[config.mk]
export PLATFORM = sky130hd
export DESIGN_NAME = tile_window_residency_map_core
export DESIGN_NICKNAME = d
export VERILOG_FILES = /design/src/design/twr_pkg.sv /design/src/design/twr_ram.sv /design/src/design/twr_ctrl.sv /design/src/design/twr_dp.sv /design/src/design/tile_window_residency_map_core.sv
export VERILOG_INCLUDE_DIRS = /design/src /design/src/design
export SDC_FILE = /design/constraint.sdc
export NUM_CORES = 2
export LEC_CHECK = 0
export ABC_AREA = 1
export BUFFER_PORTS_ARGS = -buffer_cell sky130_fd_sc_hd__clkbuf_2
export CAP_MARGIN = 20
export CORE_MARGIN = 2
export CORE_UTILIZATION = 50
export DETAILED_ROUTE_END_ITERATION = 10
export PLACE_DENSITY_LB_ADDON = 0.15
export REMOVE_ABC_BUFFERS = 1
export SLEW_MARGIN = 25
export SYNTH_ARGS = -nofsm -noshare
export SYNTH_HDL_FRONTEND = slang
export SYNTH_HIERARCHICAL = 1
export SYNTH_SLANG_ARGS = --single-unit
[constraint.sdc]
create_clock -name i_clk -period 9.1 [get_ports i_clk]
set_clock_uncertainty 0.2 [all_clocks]
set_input_delay 0 -clock i_clk [delete_from_list [all_inputs] [get_ports i_clk]]
set_output_delay 0 -clock i_clk [all_outputs]
set_load 0.005 [all_outputs]
[src/design/tile_window_residency_map_core_macros.svh]
// assertion macros shared by the residency map core
`ifndef TILE_WINDOW_RESIDENCY_MAP_CORE_MACROS_SVH
`define TILE_WINDOW_RESIDENCY_MAP_CORE_MACROS_SVH

// consequent must hold in the same cycle as the antecedent
`define TWR_ASSERT_SAME(label, clk, rst_n, ante, cons, msg) \
    label: assert property (@(posedge clk) disable iff (!rst_n) (ante) |-> (cons)) \
        else $error(msg);

// consequent must hold in the cycle after the antecedent
`define TWR_ASSERT_NEXT(label, clk, rst_n, ante, cons, msg) \
    label: assert property (@(posedge clk) disable iff (!rst_n) (ante) |=> (cons)) \
        else $error(msg);

`endif

[src/design/twr_pkg.sv]
// shared constants, payload types and control types of the residency map core
`timescale 1ns / 1ps

package twr_pkg;

    // window geometry
    localparam int G_SIDE  = 16;
    localparam int G_BITS  = $clog2(G_SIDE);
    localparam int CELLS   = G_SIDE * G_SIDE;
    localparam int ADDR_W  = 2 * G_BITS;
    localparam int POS_W   = G_BITS + 2;
    localparam int COORD_W = 32;

    // load rate register
    localparam int RATE_W = 6;
    localparam logic [RATE_W-1:0] RATE_CAP   = RATE_W'(32);
    localparam logic [RATE_W-1:0] RATE_RESET = RATE_W'(4);

    // derived constants
    localparam logic [COORD_W-1:0] HALF_SIDE = COORD_W'(G_SIDE / 2);
    localparam logic [COORD_W-1:0] LOW_RESET = COORD_W'(-(G_SIDE / 2));
    localparam logic [ADDR_W-1:0]  CENTRE_IDX =
        ADDR_W'((G_SIDE / 2) * G_SIDE + (G_SIDE / 2));
    localparam logic [ADDR_W-1:0]  LAST_IDX = ADDR_W'(CELLS - 1);
    localparam logic [G_BITS-1:0]  LEN_MAX  = G_BITS'(G_SIDE - 1);
    localparam logic signed [POS_W-1:0] POS_SIDE    = POS_W'(G_SIDE);
    localparam logic signed [POS_W-1:0] SP_START_X  = POS_W'(G_SIDE / 2 - 1);
    localparam logic signed [POS_W-1:0] SP_START_Z  = POS_W'(G_SIDE / 2);

    // input item
    typedef struct packed {
        logic signed [COORD_W-1:0] player_tile_x;
        logic signed [COORD_W-1:0] player_tile_z;
    } t_twr_in;

    // result item
    typedef struct packed {
        logic                      is_creation;
        logic signed [COORD_W-1:0] tile_x;
        logic signed [COORD_W-1:0] tile_z;
        logic                      last;
    } t_twr_out;

    // controller states
    typedef enum logic [3:0] {
        ST_CLEAR,
        ST_IDLE,
        ST_SP_READ,
        ST_SP_TEST,
        ST_SH_INIT,
        ST_SHIFT,
        ST_SH_DRAIN,
        ST_CT_READ,
        ST_CT_TEST,
        ST_SUMMARY
    } t_twr_state;

    // bitmap read address source
    typedef enum logic [1:0] {
        RD_SPIRAL,
        RD_SHIFT,
        RD_CENTRE
    } t_twr_rd_sel;

    // result item source
    typedef enum logic [1:0] {
        OUT_SPIRAL,
        OUT_CENTRE,
        OUT_SUMMARY
    } t_twr_out_sel;

    // commands from controller to datapath
    typedef struct packed {
        logic         clr_step;
        logic         capture;
        logic         sp_advance;
        logic         sp_mark;
        logic         sh_init;
        logic         sh_step;
        logic         sh_commit;
        logic         ct_mark;
        logic         out_load;
        t_twr_out_sel out_sel;
        t_twr_rd_sel  rd_sel;
    } t_twr_cmd;

    // status from datapath to controller
    typedef struct packed {
        logic cnt_last;
        logic left_zero;
        logic left_one;
        logic sp_inside;
        logic sp_end;
        logic rd_bit;
        logic out_free;
    } t_twr_sts;

endpackage

[src/design/twr_ram.sv]
// generic single write port ram with registered read
`timescale 1ns / 1ps

module twr_ram #(
    parameter int WIDTH = 1,
    parameter int DEPTH = 256
) (
    input  logic                     i_clk,
    input  logic                     i_we,
    input  logic [$clog2(DEPTH)-1:0] i_waddr,
    input  logic [WIDTH-1:0]         i_wdata,
    input  logic [$clog2(DEPTH)-1:0] i_raddr,
    output logic [WIDTH-1:0]         o_rdata
);

    logic [WIDTH-1:0] r_mem [DEPTH];
    logic [WIDTH-1:0] r_rdata;

    // write port
    always_ff @(posedge i_clk) begin
        if (i_we) begin
            r_mem[i_waddr] <= i_wdata;
        end
    end

    // registered read port
    always_ff @(posedge i_clk) begin
        r_rdata <= r_mem[i_raddr];
    end

    assign o_rdata = r_rdata;

endmodule

[src/design/twr_ctrl.sv]
// controller state machine of the residency map core
`timescale 1ns / 1ps

module twr_ctrl (
    input  logic             i_clk,
    input  logic             i_rst_n,
    input  logic             i_in_valid,
    output logic             o_in_ready,
    input  twr_pkg::t_twr_sts i_sts,
    output twr_pkg::t_twr_cmd o_cmd
);

    import twr_pkg::*;

    t_twr_state r_state;
    t_twr_state n_state;

    // state register
    always_ff @(posedge i_clk) begin
        if (!i_rst_n) begin
            r_state <= ST_CLEAR;
        end else begin
            r_state <= n_state;
        end
    end

    // next state and commands
    always_comb begin
        n_state       = r_state;
        o_cmd         = '0;
        o_cmd.rd_sel  = RD_SPIRAL;
        o_cmd.out_sel = OUT_SPIRAL;
        o_in_ready    = 1'b0;
        case (r_state)
            ST_CLEAR: begin
                // zero the bitmap one entry a cycle
                o_cmd.clr_step = 1'b1;
                if (i_sts.cnt_last) begin
                    n_state = ST_IDLE;
                end
            end
            ST_IDLE: begin
                o_in_ready = 1'b1;
                if (i_in_valid) begin
                    o_cmd.capture = 1'b1;
                    n_state       = ST_SP_READ;
                end
            end
            ST_SP_READ: begin
                // first spiral cell read issued here
                if (i_sts.left_zero) begin
                    n_state = ST_SH_INIT;
                end else begin
                    n_state = ST_SP_TEST;
                end
            end
            ST_SP_TEST: begin
                if (i_sts.sp_inside && !i_sts.rd_bit) begin
                    // missing tile: mark and emit once the output is free
                    if (i_sts.out_free) begin
                        o_cmd.sp_mark  = 1'b1;
                        o_cmd.out_load = 1'b1;
                        o_cmd.out_sel  = OUT_SPIRAL;
                        if (i_sts.left_one || i_sts.sp_end) begin
                            n_state = ST_SH_INIT;
                        end else begin
                            o_cmd.sp_advance = 1'b1;
                        end
                    end
                end else if (i_sts.sp_end) begin
                    n_state = ST_SH_INIT;
                end else begin
                    o_cmd.sp_advance = 1'b1;
                end
            end
            ST_SH_INIT: begin
                o_cmd.sh_init = 1'b1;
                n_state       = ST_SHIFT;
            end
            ST_SHIFT: begin
                o_cmd.rd_sel  = RD_SHIFT;
                o_cmd.sh_step = 1'b1;
                if (i_sts.cnt_last) begin
                    n_state = ST_SH_DRAIN;
                end
            end
            ST_SH_DRAIN: begin
                // last shifted entry is written as the banks swap
                o_cmd.sh_commit = 1'b1;
                n_state         = ST_CT_READ;
            end
            ST_CT_READ: begin
                o_cmd.rd_sel = RD_CENTRE;
                n_state      = ST_CT_TEST;
            end
            ST_CT_TEST: begin
                o_cmd.rd_sel = RD_CENTRE;
                if (!i_sts.rd_bit) begin
                    if (i_sts.out_free) begin
                        o_cmd.ct_mark  = 1'b1;
                        o_cmd.out_load = 1'b1;
                        o_cmd.out_sel  = OUT_CENTRE;
                        n_state        = ST_SUMMARY;
                    end
                end else begin
                    n_state = ST_SUMMARY;
                end
            end
            ST_SUMMARY: begin
                if (i_sts.out_free) begin
                    o_cmd.out_load = 1'b1;
                    o_cmd.out_sel  = OUT_SUMMARY;
                    n_state        = ST_IDLE;
                end
            end
            default: begin
                n_state = ST_IDLE;
            end
        endcase
    end

endmodule

[src/design/twr_dp.sv]
// datapath of the residency map core: bitmap banks, spiral walker, shifter, output register
`timescale 1ns / 1ps

module twr_dp (
    input  logic                         i_clk,
    input  logic                         i_rst_n,
    input  twr_pkg::t_twr_cmd            i_cmd,
    output twr_pkg::t_twr_sts            o_sts,
    input  twr_pkg::t_twr_in             i_in_data,
    input  logic                         i_cfg_we,
    input  logic [twr_pkg::RATE_W-1:0]   i_cfg_data,
    input  logic                         i_out_ready,
    output logic                         o_out_valid,
    output twr_pkg::t_twr_out            o_out_data
);

    import twr_pkg::*;

    // configuration and tick registers
    logic [RATE_W-1:0]  r_rate;
    logic [RATE_W-1:0]  r_left;
    logic [COORD_W-1:0] r_px;
    logic [COORD_W-1:0] r_pz;
    logic [COORD_W-1:0] r_low_x;
    logic [COORD_W-1:0] r_low_z;

    // spiral walker
    logic signed [POS_W-1:0] r_pos_x;
    logic signed [POS_W-1:0] r_pos_z;
    logic signed [POS_W-1:0] n_pos_x;
    logic signed [POS_W-1:0] n_pos_z;
    logic signed [POS_W-1:0] w_step;
    logic                    r_axis_z;
    logic                    n_axis_z;
    logic                    r_dir_neg;
    logic                    n_dir_neg;
    logic                    r_final;
    logic                    n_final;
    logic [G_BITS-1:0]       r_len;
    logic [G_BITS-1:0]       n_len;
    logic [G_BITS-1:0]       r_cnt;
    logic [G_BITS-1:0]       n_cnt;
    logic                    w_leg_end;
    logic                    w_sp_inside;
    logic [ADDR_W-1:0]       w_cur_idx;
    logic [ADDR_W-1:0]       w_next_idx;

    // shifter
    logic               r_bank;
    logic [ADDR_W-1:0]  r_dst;
    logic [COORD_W-1:0] r_off_x;
    logic [COORD_W-1:0] r_off_z;
    logic               r_sh_valid;
    logic [ADDR_W-1:0]  r_sh_waddr;
    logic               r_sh_inside;
    logic [COORD_W-1:0] w_nlx;
    logic [COORD_W-1:0] w_nlz;
    logic [COORD_W-1:0] w_src_x;
    logic [COORD_W-1:0] w_src_z;
    logic               w_src_inside;
    logic [ADDR_W-1:0]  w_src_idx;

    // bitmap ports
    logic [ADDR_W-1:0] w_raddr;
    logic [0:0]        w_rdata0;
    logic [0:0]        w_rdata1;
    logic              w_rd_bit;
    logic              w_act_we;
    logic [ADDR_W-1:0] w_act_addr;
    logic              w_act_data;
    logic              w_we0;
    logic              w_we1;
    logic [ADDR_W-1:0] w_waddr0;
    logic [ADDR_W-1:0] w_waddr1;
    logic [0:0]        w_wdata0;
    logic [0:0]        w_wdata1;
    logic [0:0]        w_sh_wdata;

    // output register
    logic     r_out_valid;
    t_twr_out r_out;
    t_twr_out n_out;
    logic     w_out_free;

    // load rate register
    always_ff @(posedge i_clk) begin
        if (!i_rst_n) begin
            r_rate <= RATE_RESET;
        end else if (i_cfg_we) begin
            r_rate <= i_cfg_data;
        end
    end

    // player capture
    always_ff @(posedge i_clk) begin
        if (i_cmd.capture) begin
            r_px <= i_in_data.player_tile_x;
            r_pz <= i_in_data.player_tile_z;
        end
    end

    // budget of spiral marks left this tick
    always_ff @(posedge i_clk) begin
        if (!i_rst_n) begin
            r_left <= '0;
        end else if (i_cmd.capture) begin
            r_left <= (r_rate > RATE_CAP) ? RATE_CAP : r_rate;
        end else if (i_cmd.sp_mark) begin
            r_left <= r_left - RATE_W'(1);
        end
    end

    // spiral step: legs of growing length, direction reversing every leg pair
    assign w_leg_end = (r_cnt == r_len - G_BITS'(1));
    assign w_step    = r_dir_neg ? {POS_W{1'b1}} : POS_W'(1);

    always_comb begin
        n_pos_x   = r_pos_x;
        n_pos_z   = r_pos_z;
        n_axis_z  = r_axis_z;
        n_dir_neg = r_dir_neg;
        n_final   = r_final;
        n_len     = r_len;
        n_cnt     = r_cnt + G_BITS'(1);
        if (!w_leg_end) begin
            if (r_axis_z) begin
                n_pos_z = r_pos_z + w_step;
            end else begin
                n_pos_x = r_pos_x + w_step;
            end
        end else if (!r_axis_z) begin
            // x leg done, z leg of the same length follows
            n_axis_z = 1'b1;
            n_cnt    = '0;
            n_pos_z  = r_pos_z + w_step;
        end else begin
            // z leg done, turn round and lengthen, or start the closing x leg
            n_axis_z  = 1'b0;
            n_cnt     = '0;
            n_dir_neg = !r_dir_neg;
            n_pos_x   = r_pos_x - w_step;
            if (r_len == LEN_MAX) begin
                n_final = 1'b1;
            end else begin
                n_len = r_len + G_BITS'(1);
            end
        end
    end

    always_ff @(posedge i_clk) begin
        if (!i_rst_n) begin
            r_pos_x   <= SP_START_X;
            r_pos_z   <= SP_START_Z;
            r_axis_z  <= 1'b0;
            r_dir_neg <= 1'b1;
            r_final   <= 1'b0;
            r_len     <= G_BITS'(1);
            r_cnt     <= '0;
        end else if (i_cmd.capture) begin
            r_pos_x   <= SP_START_X;
            r_pos_z   <= SP_START_Z;
            r_axis_z  <= 1'b0;
            r_dir_neg <= 1'b1;
            r_final   <= 1'b0;
            r_len     <= G_BITS'(1);
            r_cnt     <= '0;
        end else if (i_cmd.sp_advance) begin
            r_pos_x   <= n_pos_x;
            r_pos_z   <= n_pos_z;
            r_axis_z  <= n_axis_z;
            r_dir_neg <= n_dir_neg;
            r_final   <= n_final;
            r_len     <= n_len;
            r_cnt     <= n_cnt;
        end
    end

    assign w_sp_inside = !r_pos_x[POS_W-1] && (r_pos_x < POS_SIDE)
                      && !r_pos_z[POS_W-1] && (r_pos_z < POS_SIDE);
    assign w_cur_idx   = {r_pos_z[G_BITS-1:0], r_pos_x[G_BITS-1:0]};
    assign w_next_idx  = {n_pos_z[G_BITS-1:0], n_pos_x[G_BITS-1:0]};

    // shift source for the destination entry under the sweep counter
    assign w_nlx        = r_px - HALF_SIDE;
    assign w_nlz        = r_pz - HALF_SIDE;
    assign w_src_x      = r_off_x + COORD_W'(r_dst[G_BITS-1:0]);
    assign w_src_z      = r_off_z + COORD_W'(r_dst[ADDR_W-1:G_BITS]);
    assign w_src_inside = (w_src_x[COORD_W-1:G_BITS] == '0)
                       && (w_src_z[COORD_W-1:G_BITS] == '0);
    assign w_src_idx    = {w_src_z[G_BITS-1:0], w_src_x[G_BITS-1:0]};

    // offsets, sweep counter, bank and window low corner
    always_ff @(posedge i_clk) begin
        if (i_cmd.sh_init) begin
            r_off_x <= w_nlx - r_low_x;
            r_off_z <= w_nlz - r_low_z;
        end
    end

    always_ff @(posedge i_clk) begin
        if (!i_rst_n) begin
            r_dst      <= '0;
            r_sh_valid <= 1'b0;
            r_bank     <= 1'b0;
            r_low_x    <= LOW_RESET;
            r_low_z    <= LOW_RESET;
        end else begin
            r_sh_valid <= i_cmd.sh_step;
            if (i_cmd.sh_init) begin
                r_dst <= '0;
            end else if (i_cmd.sh_step || i_cmd.clr_step) begin
                r_dst <= r_dst + ADDR_W'(1);
            end
            if (i_cmd.sh_commit) begin
                r_bank  <= !r_bank;
                r_low_x <= w_nlx;
                r_low_z <= w_nlz;
            end
        end
    end

    // shift write stage, in the cycle after its read
    always_ff @(posedge i_clk) begin
        if (i_cmd.sh_step) begin
            r_sh_waddr  <= r_dst;
            r_sh_inside <= w_src_inside;
        end
    end

    // read address selection
    always_comb begin
        case (i_cmd.rd_sel)
            RD_SPIRAL: w_raddr = i_cmd.sp_advance ? w_next_idx : w_cur_idx;
            RD_SHIFT:  w_raddr = w_src_idx;
            RD_CENTRE: w_raddr = CENTRE_IDX;
            default:   w_raddr = w_cur_idx;
        endcase
    end

    assign w_rd_bit = r_bank ? w_rdata1[0] : w_rdata0[0];

    // active bank takes clears and marks, the other bank takes the shifted map
    assign w_act_we   = i_cmd.clr_step || i_cmd.sp_mark || i_cmd.ct_mark;
    assign w_act_addr = i_cmd.clr_step ? r_dst : (i_cmd.sp_mark ? w_cur_idx : CENTRE_IDX);
    assign w_act_data = !i_cmd.clr_step;
    assign w_sh_wdata = r_sh_inside && w_rd_bit;

    assign w_we0    = r_bank ? r_sh_valid : w_act_we;
    assign w_we1    = r_bank ? w_act_we : r_sh_valid;
    assign w_waddr0 = r_bank ? r_sh_waddr : w_act_addr;
    assign w_waddr1 = r_bank ? w_act_addr : r_sh_waddr;
    assign w_wdata0 = r_bank ? w_sh_wdata : w_act_data;
    assign w_wdata1 = r_bank ? w_act_data : w_sh_wdata;

    twr_ram #(
        .WIDTH (1),
        .DEPTH (CELLS)
    ) u_bank0 (
        .i_clk   (i_clk),
        .i_we    (w_we0),
        .i_waddr (w_waddr0),
        .i_wdata (w_wdata0),
        .i_raddr (w_raddr),
        .o_rdata (w_rdata0)
    );

    twr_ram #(
        .WIDTH (1),
        .DEPTH (CELLS)
    ) u_bank1 (
        .i_clk   (i_clk),
        .i_we    (w_we1),
        .i_waddr (w_waddr1),
        .i_wdata (w_wdata1),
        .i_raddr (w_raddr),
        .o_rdata (w_rdata1)
    );

    // result item selection
    always_comb begin
        case (i_cmd.out_sel)
            OUT_SPIRAL: begin
                n_out.is_creation = 1'b1;
                n_out.tile_x      = r_low_x + COORD_W'(r_pos_x[G_BITS-1:0]);
                n_out.tile_z      = r_low_z + COORD_W'(r_pos_z[G_BITS-1:0]);
                n_out.last        = 1'b0;
            end
            OUT_CENTRE: begin
                n_out.is_creation = 1'b1;
                n_out.tile_x      = r_px;
                n_out.tile_z      = r_pz;
                n_out.last        = 1'b0;
            end
            OUT_SUMMARY: begin
                n_out.is_creation = 1'b0;
                n_out.tile_x      = r_low_x;
                n_out.tile_z      = r_low_z;
                n_out.last        = 1'b1;
            end
            default: begin
                n_out.is_creation = 1'b0;
                n_out.tile_x      = r_low_x;
                n_out.tile_z      = r_low_z;
                n_out.last        = 1'b1;
            end
        endcase
    end

    // output register
    assign w_out_free = !r_out_valid || i_out_ready;

    always_ff @(posedge i_clk) begin
        if (!i_rst_n) begin
            r_out_valid <= 1'b0;
        end else if (i_cmd.out_load) begin
            r_out_valid <= 1'b1;
        end else if (i_out_ready) begin
            r_out_valid <= 1'b0;
        end
    end

    always_ff @(posedge i_clk) begin
        if (i_cmd.out_load) begin
            r_out <= n_out;
        end
    end

    assign o_out_valid = r_out_valid;
    assign o_out_data  = r_out;

    // status
    assign o_sts.cnt_last  = (r_dst == LAST_IDX);
    assign o_sts.left_zero = (r_left == '0);
    assign o_sts.left_one  = (r_left == RATE_W'(1));
    assign o_sts.sp_inside = w_sp_inside;
    assign o_sts.sp_end    = w_leg_end && !r_axis_z && r_final;
    assign o_sts.rd_bit    = w_rd_bit;
    assign o_sts.out_free  = w_out_free;

endmodule

[src/design/tile_window_residency_map_core.sv]
// top level of the tile window residency map core
// Usage:
//   Input channel (i_in_valid / o_in_ready, i_in_data) takes one tick item: the player tile.
//   Output channel (o_out_valid / i_out_ready, o_out_data) gives the items of that tick:
//   one creation item per tile newly made resident by the spiral walk (at most load_rate,
//   saturated at 32), then one for the centre tile if it was missing, then a summary item
//   carrying the new window low corner with last set.
//   Configuration channel (i_cfg_valid / o_cfg_ready, i_cfg_data) writes load_rate and is
//   always ready; the user must write it only while no tick is in progress (unenforced).
// Timing:
//   one tick item at a time. The spiral walk tests one cell per cycle unless it waits on
//   the output register, and stops early once its budget is spent; the recentre sweep
//   copies one cell per cycle between two bitmap banks; both are bound by the single read
//   port of the bitmap.
// Reset:
//   synchronous, active low. Afterwards a clearing pass zeroes the bitmap, one entry per
//   cycle, before the first tick item is taken; load_rate resets to 4 and the window low
//   corner to minus half the grid side.
// Stalls:
//   a result sits in the output register until taken; the walk holds while it waits.
`timescale 1ns / 1ps
`include "tile_window_residency_map_core_macros.svh"

module tile_window_residency_map_core (
    input  logic                       i_clk,
    input  logic                       i_rst_n,
    input  logic                       i_in_valid,
    output logic                       o_in_ready,
    input  twr_pkg::t_twr_in           i_in_data,
    output logic                       o_out_valid,
    input  logic                       i_out_ready,
    output twr_pkg::t_twr_out          o_out_data,
    input  logic                       i_cfg_valid,
    output logic                       o_cfg_ready,
    input  logic [twr_pkg::RATE_W-1:0] i_cfg_data
);

    import twr_pkg::*;

    t_twr_cmd w_cmd;
    t_twr_sts w_sts;
    logic     w_flags_ok;

    // configuration is always taken
    assign o_cfg_ready = 1'b1;

    // tick sequencing
    twr_ctrl u_ctrl (
        .i_clk      (i_clk),
        .i_rst_n    (i_rst_n),
        .i_in_valid (i_in_valid),
        .o_in_ready (o_in_ready),
        .i_sts      (w_sts),
        .o_cmd      (w_cmd)
    );

    // bitmap, walker, shifter and output register
    twr_dp u_dp (
        .i_clk       (i_clk),
        .i_rst_n     (i_rst_n),
        .i_cmd       (w_cmd),
        .o_sts       (w_sts),
        .i_in_data   (i_in_data),
        .i_cfg_we    (i_cfg_valid && o_cfg_ready),
        .i_cfg_data  (i_cfg_data),
        .i_out_ready (i_out_ready),
        .o_out_valid (o_out_valid),
        .o_out_data  (o_out_data)
    );

    // a result item is either a creation or the closing summary
    assign w_flags_ok = o_out_data.last ^ o_out_data.is_creation;

    // checks
    `TWR_ASSERT_SAME(a_load_when_free, i_clk, i_rst_n, w_cmd.out_load, w_sts.out_free, "overrun")
    `TWR_ASSERT_SAME(a_idle_no_result, i_clk, i_rst_n, o_in_ready, !w_cmd.out_load, "idle load")
    `TWR_ASSERT_NEXT(a_one_tick, i_clk, i_rst_n, i_in_valid && o_in_ready, !o_in_ready, "overlap")
    `TWR_ASSERT_SAME(a_last_is_summary, i_clk, i_rst_n, o_out_valid, w_flags_ok, "flag mismatch")

endmodule
-- Word-level counts from Yosys, hierarchy flattened
Memory sizes are Yosys's and may differ from the RTL's. A register that Yosys moved wholly into a read port is not among the register bits.
Cells that the tools add are included.
- reduce and logical (&&, ||, !) cells: 40
- equal/unequal tests: 27
- order comparisons: 3
- bitwise logic cells: 2
- add/subtract/negate cells: 16
- muxes and demuxes: 63
- operator list (kind ; number):
    one-hot mux 66 bit (2 select lines) ; 1
    adder 32 x 4 -> 32 bit ; 4
    subtractor 32 bit ; 2
    subtractor 32 x 4 -> 32 bit (second input constant) ; 2
    2-to-1 mux 6 bit ; 10
    logical NOT 28 bit ; 2
    2-to-1 mux 4 bit ; 13
    2-to-1 mux 8 bit ; 5
    one-hot mux 4 bit (10 select lines) ; 1
    2-to-1 mux 1 bit ; 24
    one-hot mux 8 bit (3 select lines) ; 1
    equality test 4 x 3 -> 1 bit (second input constant) ; 4
    adder 6 bit ; 2
    equality test 4 bit (second input constant) ; 3
    less-than comparator 6 bit (second input constant) ; 2
    2-to-1 mux 3 bit ; 4
    one-hot mux 3 bit (3 select lines) ; 1
    AND reduction 3 bit ; 3
    adder 4 x 1 -> 4 bit (second input constant) ; 2
    adder 8 x 1 -> 8 bit (second input constant) ; 1
    equality test 4 x 2 -> 1 bit (second input constant) ; 2
    equality test 8 bit (second input constant) ; 1
    logical AND 1 bit ; 8
    logical NOT 1 bit ; 8
    26 further kinds ; 45
- bits in writable memories: 512
- register bits: 317
- bits of input ports: 75
- logic and storage cells: 181
- memories kept: 2
- output and inout port bits: 69
- memories (memory ; depth ; width ; rd ports ; clocked after memory_dff ; write ports ; line ; RTL):
    u_dp.u_bank0.r_mem ; 256 ; 1 ; 1 ; 1 ; 1 ; twr_ram.sv:16 ; logic [WIDTH-1:0] r_mem [DEPTH];
    u_dp.u_bank1.r_mem ; 256 ; 1 ; 1 ; 1 ; 1 ; twr_ram.sv:16 ;

-- Depth between registers and ports, before layout
- word-level depth: 14
- gate-level depth with buffers: 32
- gate-level depth less buffers: 29

-- By module
Netlist, hierarchy kept.
- modules (own cells, without submodules) (module ; area an instance (um2) ; instances ; cells each):
    twr_ram ; 11717.5 ; 2 ; 1184
    twr_dp ; 21944.8 ; 1 ; 2946
    twr_ctrl ; 500.5 ; 1 ; 94
    tile_window_residency_map_core ; 11.3 ; 1 ; 2

-- Least setup slack after synthesis
OpenSTA, ideal clock, no wires.
- path type: register to register
- start: reg u_dp.r_bank
- end: mem u_dp.u_bank0.r_mem[0], data pin
- arrival time: 7.558 ns
- clock period less this slack: 9.342 ns
- setup slack: -0.242 ns
- required time: 7.316 ns
- path buffers: 1
- cell stages (with the launch flop): 4
- cells stage by stage: dfxtp_1 > clkbuf_1 > nand2_1 > o22ai_1
- word-level cells in the longest chain between the ends: 3
- RTL lines (what ; line ; RTL):
    from (decl) ; twr_dp.sv:49 ; logic r_bank;
    from (signal assigned) ; twr_dp.sv:215 ; r_bank <= !r_bank;
    2-to-1 mux 1 bit ; twr_dp.sv:240 ; assign w_rd_bit = r_bank ? w_rdata1[0] : w_rdata0[0];
    logical AND 1 bit ; twr_dp.sv:246 ; assign w_sh_wdata = r_sh_inside && w_rd_bit;
    2-to-1 mux 1 bit (*) ; twr_dp.sv:252 ; assign w_wdata0 = r_bank ? w_sh_wdata : w_act_data;
    via u_dp.w_wdata0 ; twr_dp.sv:75 ; logic [0:0] w_wdata0;
    to (decl) ; twr_ram.sv:16 ;
The timed path passes the listed nets; every way through them passes the cells marked *.

==> flow_metrics.env <==
export IMPL_finalSetupViolCount=0
export IMPL_syn_area_sq_um=45900
export IMPL_crit_fanout=94
export IMPL_postCtsSetupBuffers=0
export IMPL_ant_nets=0
export IMPL_drv_slew=0
export IMPL_dp_final_hpwl_mm=82.6
export IMPL_syn_inst=5410
export IMPL_grt_pass1_vias=36500
export IMPL_drive_gt1_share_pct=8.22
export IMPL_die_w_um=307
export IMPL_clkTransAtPathRegs_ns=0.06
export IMPL_grt_max_degree=130
export IMPL_comb_power_share_pct=40.4
export IMPL_synthMuxAreaShare_pct=0
export IMPL_cts_tree="done"
export IMPL_pwr_share_seq_pct=34.5
export IMPL_syn_area_per_cell_sq_um=8.48
export IMPL_clockPowerShare_pct=25.1
export IMPL_root_buffer="clkbuf_16"
export IMPL_arrival_ns=6.42
export IMPL_cp_end_kind="flip-flop"
export IMPL_yosys_most_used_dff="edfxtp_1"
export IMPL_post_route_period_util_pct=66.9
export IMPL_synth_compound_area_share_pct=6.13
export IMPL_cts_resized=0
export IMPL_antenna_found_initial=0
export IMPL_rows=111
export IMPL_clock_latency_ns=0.66
export IMPL_ys_types=61
export IMPL_ys_warn_count=6
export IMPL_nets=5802
export IMPL_timing_reg2reg_setup_slack_ns=3.01
export IMPL_cts_buffers=90
export IMPL_slowest_stage="clkinv_2"
export IMPL_max_freq_mhz=164
export IMPL_grt_setup_unrepaired="false"
export IMPL_drc=0
export IMPL_synthArstFlopShare_pct=0
export IMPL_grt_usage_pct=27.4
export IMPL_hp_class="flip-flop to flip-flop"
export IMPL_wl_per_cell_um=19.0
export IMPL_ios=144
export IMPL_fp_dieH_um=307
export IMPL_relSlewSlack_pct=25.8
export IMPL_cp_slowest_stage_delay_ns=0.72
export IMPL_cp_start_kind="flip-flop"
export IMPL_clockBufferDepth=3
export IMPL_h_tree_depth=3
export IMPL_min_period_ns=6.09
export IMPL_synth_seq_area_share_pct=51.8
export IMPL_fin_tns_setup_ns=0
export IMPL_dieArea_sq_um=94200
export IMPL_gp_congestion=0.952
export IMPL_synthSimpleGateAreaFrac_pct=30.1
export IMPL_firstDrtPassIters=6
export IMPL_holdWs_ns=0.278
export IMPL_area_delta_synth_final_pct=13.1
export IMPL_crit_family="simple AND/OR/NAND/NOR gates"
export IMPL_status="finished clean"
export IMPL_yosys_area_top_type="edfxtp_1"
export IMPL_worst_path_most_repeated_cell="nand2_1"
export IMPL_pre_cts_slack_ns=3.09
export IMPL_critPathKind="flip-flop to flip-flop"
export IMPL_grt_pass1_wl_mm=204
export IMPL_p_per_area_nw_per_um2=290
export IMPL_start_util_pct=50.3
export IMPL_worstMarginPinSlew_ns=1.11
export IMPL_leakagePower_nw=20.6
export IMPL_post_drt_via_cell_ratio=5.59
export IMPL_clock_sinks=831
export IMPL_dr_total_vias=38500
export IMPL_cp_buffers_inverters=6
export IMPL_synth_fa_ha_area_share_pct=3.15
export IMPL_drt_iter0_drc=3650
export IMPL_p_int_mw=8.92
export IMPL_worst_ep_required_time_ns=9.44
export IMPL_ir_drop_v=0.000242
export IMPL_total_power_mw=15.1
export IMPL_synth_top_family_by_area="simple AND/OR/NAND/NOR gates"
export IMPL_port_buffers=142
export IMPL_netlist_area_leader_share_pct=46.8
export IMPL_drt_total_wl_mm=130
export IMPL_overflow=0
export IMPL_core_area_sq_um=91200
export IMPL_switching_power_mw=6.13
export IMPL_synth_seq_cells=831
export IMPL_switching_share_pct=40.7
export IMPL_drv_cap=0
export IMPL_insertedDiodeCount=0
export IMPL_synth_xor_area_share_pct=2.55
export IMPL_ys_top_cells_by_area="edfxtp_1 47%, nand2_1 11%, nand3_1 8.1%"
export IMPL_synth_edff_count=715
export IMPL_hold_viol=0
export IMPL_setup_ws_ns=3.01
cell usage after synthesis, types with 4 or more instances:
cell type,n
o221ai_1,33
nand3_1,746
inv_1,384
nand4_1,57
dfxtp_1,116
nor3_1,57
o21ai_0,168
nand3_2,9
buf_4,17
xnor2_1,33
clkbuf_1,126
nand2_4,5
nand2_2,19
o211ai_1,67
nor2_4,17
o21ai_1,12
nor2_2,26
buf_2,33
nor4_1,12
a21boi_1,4
inv_2,18
fa_1,9
or2_2,9
a31oi_1,4
o21a_1,5
buf_6,45
a21oi_1,154
clkinv_1,4
buf_1,9
nand2_1,1369
ha_1,101
nor2_1,857
edfxtp_1,715
nand3b_1,19
xor2_1,99
layer usage:
layer	track usage (%)	wire length, um
met5	0	0
met4	9.13	4060
met3	3.14	8610
met2	46.9	62800
met1	36.3	55000
power groups by stage:
stage | registers (mW) | clock network, mW | logic [mW]
2_1_floorplan | 5.40 | 0 | 4.15
3_3_place_gp | 5.27 | 0 | 5.89
3_5_place_dp | 5.27 | 0 | 5.94
4_1_cts | 5.19 | 3.85 | 6.03
6_report | 5.19 | 3.78 | 6.08
5_1_grt | 5.22 | 3.99 | 6.72
layout by cell type (no fill, tap or decap), drive strengths merged, types with 57 or more instances in the layout:
cell type | Yosys | routed
a21oi | 157 | 157
nand4 | 57 | 57
clkbuf | 126 | 258
nand3 | 755 | 755
nor3 | 61 | 61
inv | 403 | 404
o211ai | 67 | 67
edfxtp | 715 | 715
ha | 101 | 101
o21ai | 183 | 183
nand2 | 1393 | 1393
xor2 | 100 | 100
dfxtp | 116 | 116
nor2 | 903 | 903
dlygate4sd3 | 0 | 157
worst min-delay path, delay by kind of cell (launching register included):
kind             cells  cell delay [ns]
AO/OA/AOI/OAI        1             0.05
AND/OR/NAND/NOR      1             0.06
flip-flops           1             0.32
final timing paths:
kind | startpoint | end | cells after the start
worst max register to register | u_dp/r_len[0]$_SDFFE_PP1P_ | u_dp/u_bank0/o_rdata$_DFF_P_ | 30
worst min-delay path | u_dp/r_left[5]$_SDFFE_PN0P_ | u_dp/r_left[5]$_SDFFE_PN0P_ | 2
worst min register to register | u_dp/r_left[5]$_SDFFE_PN0P_ | u_dp/r_left[5]$_SDFFE_PN0P_ | 2
worst max-delay path | u_dp/r_len[0]$_SDFFE_PP1P_ | u_dp/u_bank0/o_rdata$_DFF_P_ | 30
cell families (layout without fill, tap and decap cells):
| logic type | after synthesis | count (layout) |
|---|---|---|
| adders and majority gates | 110 | 110 |
| DFF | 831 | 831 |
| xor gates and xnor gates | 133 | 133 |
| AOI/OAI and AO/OA | 477 | 477 |
| other | 1 | 1 |
| and+or+nand+nor | 3221 | 3221 |
| buffers and inverters | 637 | 922 |
through the flow:
stage,instances,util (%),instance area (sq um)
floorplan,5180,-,44600
global placement,6552,51.7,47200
detailed placement,6554,51.8,47300
CTS,6881,56.9,51900
global route,6881,56.9,51900
finish,6881,56.9,51900
registers in the layout (all words and copies together), names as in the netlist, 4 cells and up:
register	flops
u_ctrl/r_state	4
u_dp/o_out_data	66
u_dp/r_cnt	4
u_dp/r_dst	8
u_dp/r_left	6
u_dp/r_len	4
u_dp/r_low_x	32
u_dp/r_low_z	32
u_dp/r_off_x	32
u_dp/r_off_z	32
u_dp/r_pos_x	6
u_dp/r_pos_z	6
u_dp/r_px	32
u_dp/r_pz	32
u_dp/r_rate	6
u_dp/r_sh_waddr	8
u_dp/u_bank0/r_mem	256
u_dp/u_bank1/r_mem	256
what timing repair did:
item                                   in CTS  in global routing
setup endpoints to repair                   0                  0
endpoints found under the hold margin     158                  0
hold buffers                              157                  0
layout make-up:
type | instances | area (sq um)
well taps | 1186 | 1480
inverters | 407 | 1530
repair buffers | 345 | 2650
multi-input cells | 3942 | 19400
clock buffers | 116 | 2460
flip-flops and latches | 831 | 23800
fillers | 8252 | 39300
clock inverters | 54 | 581
Power figures use the tool's default switching activity.
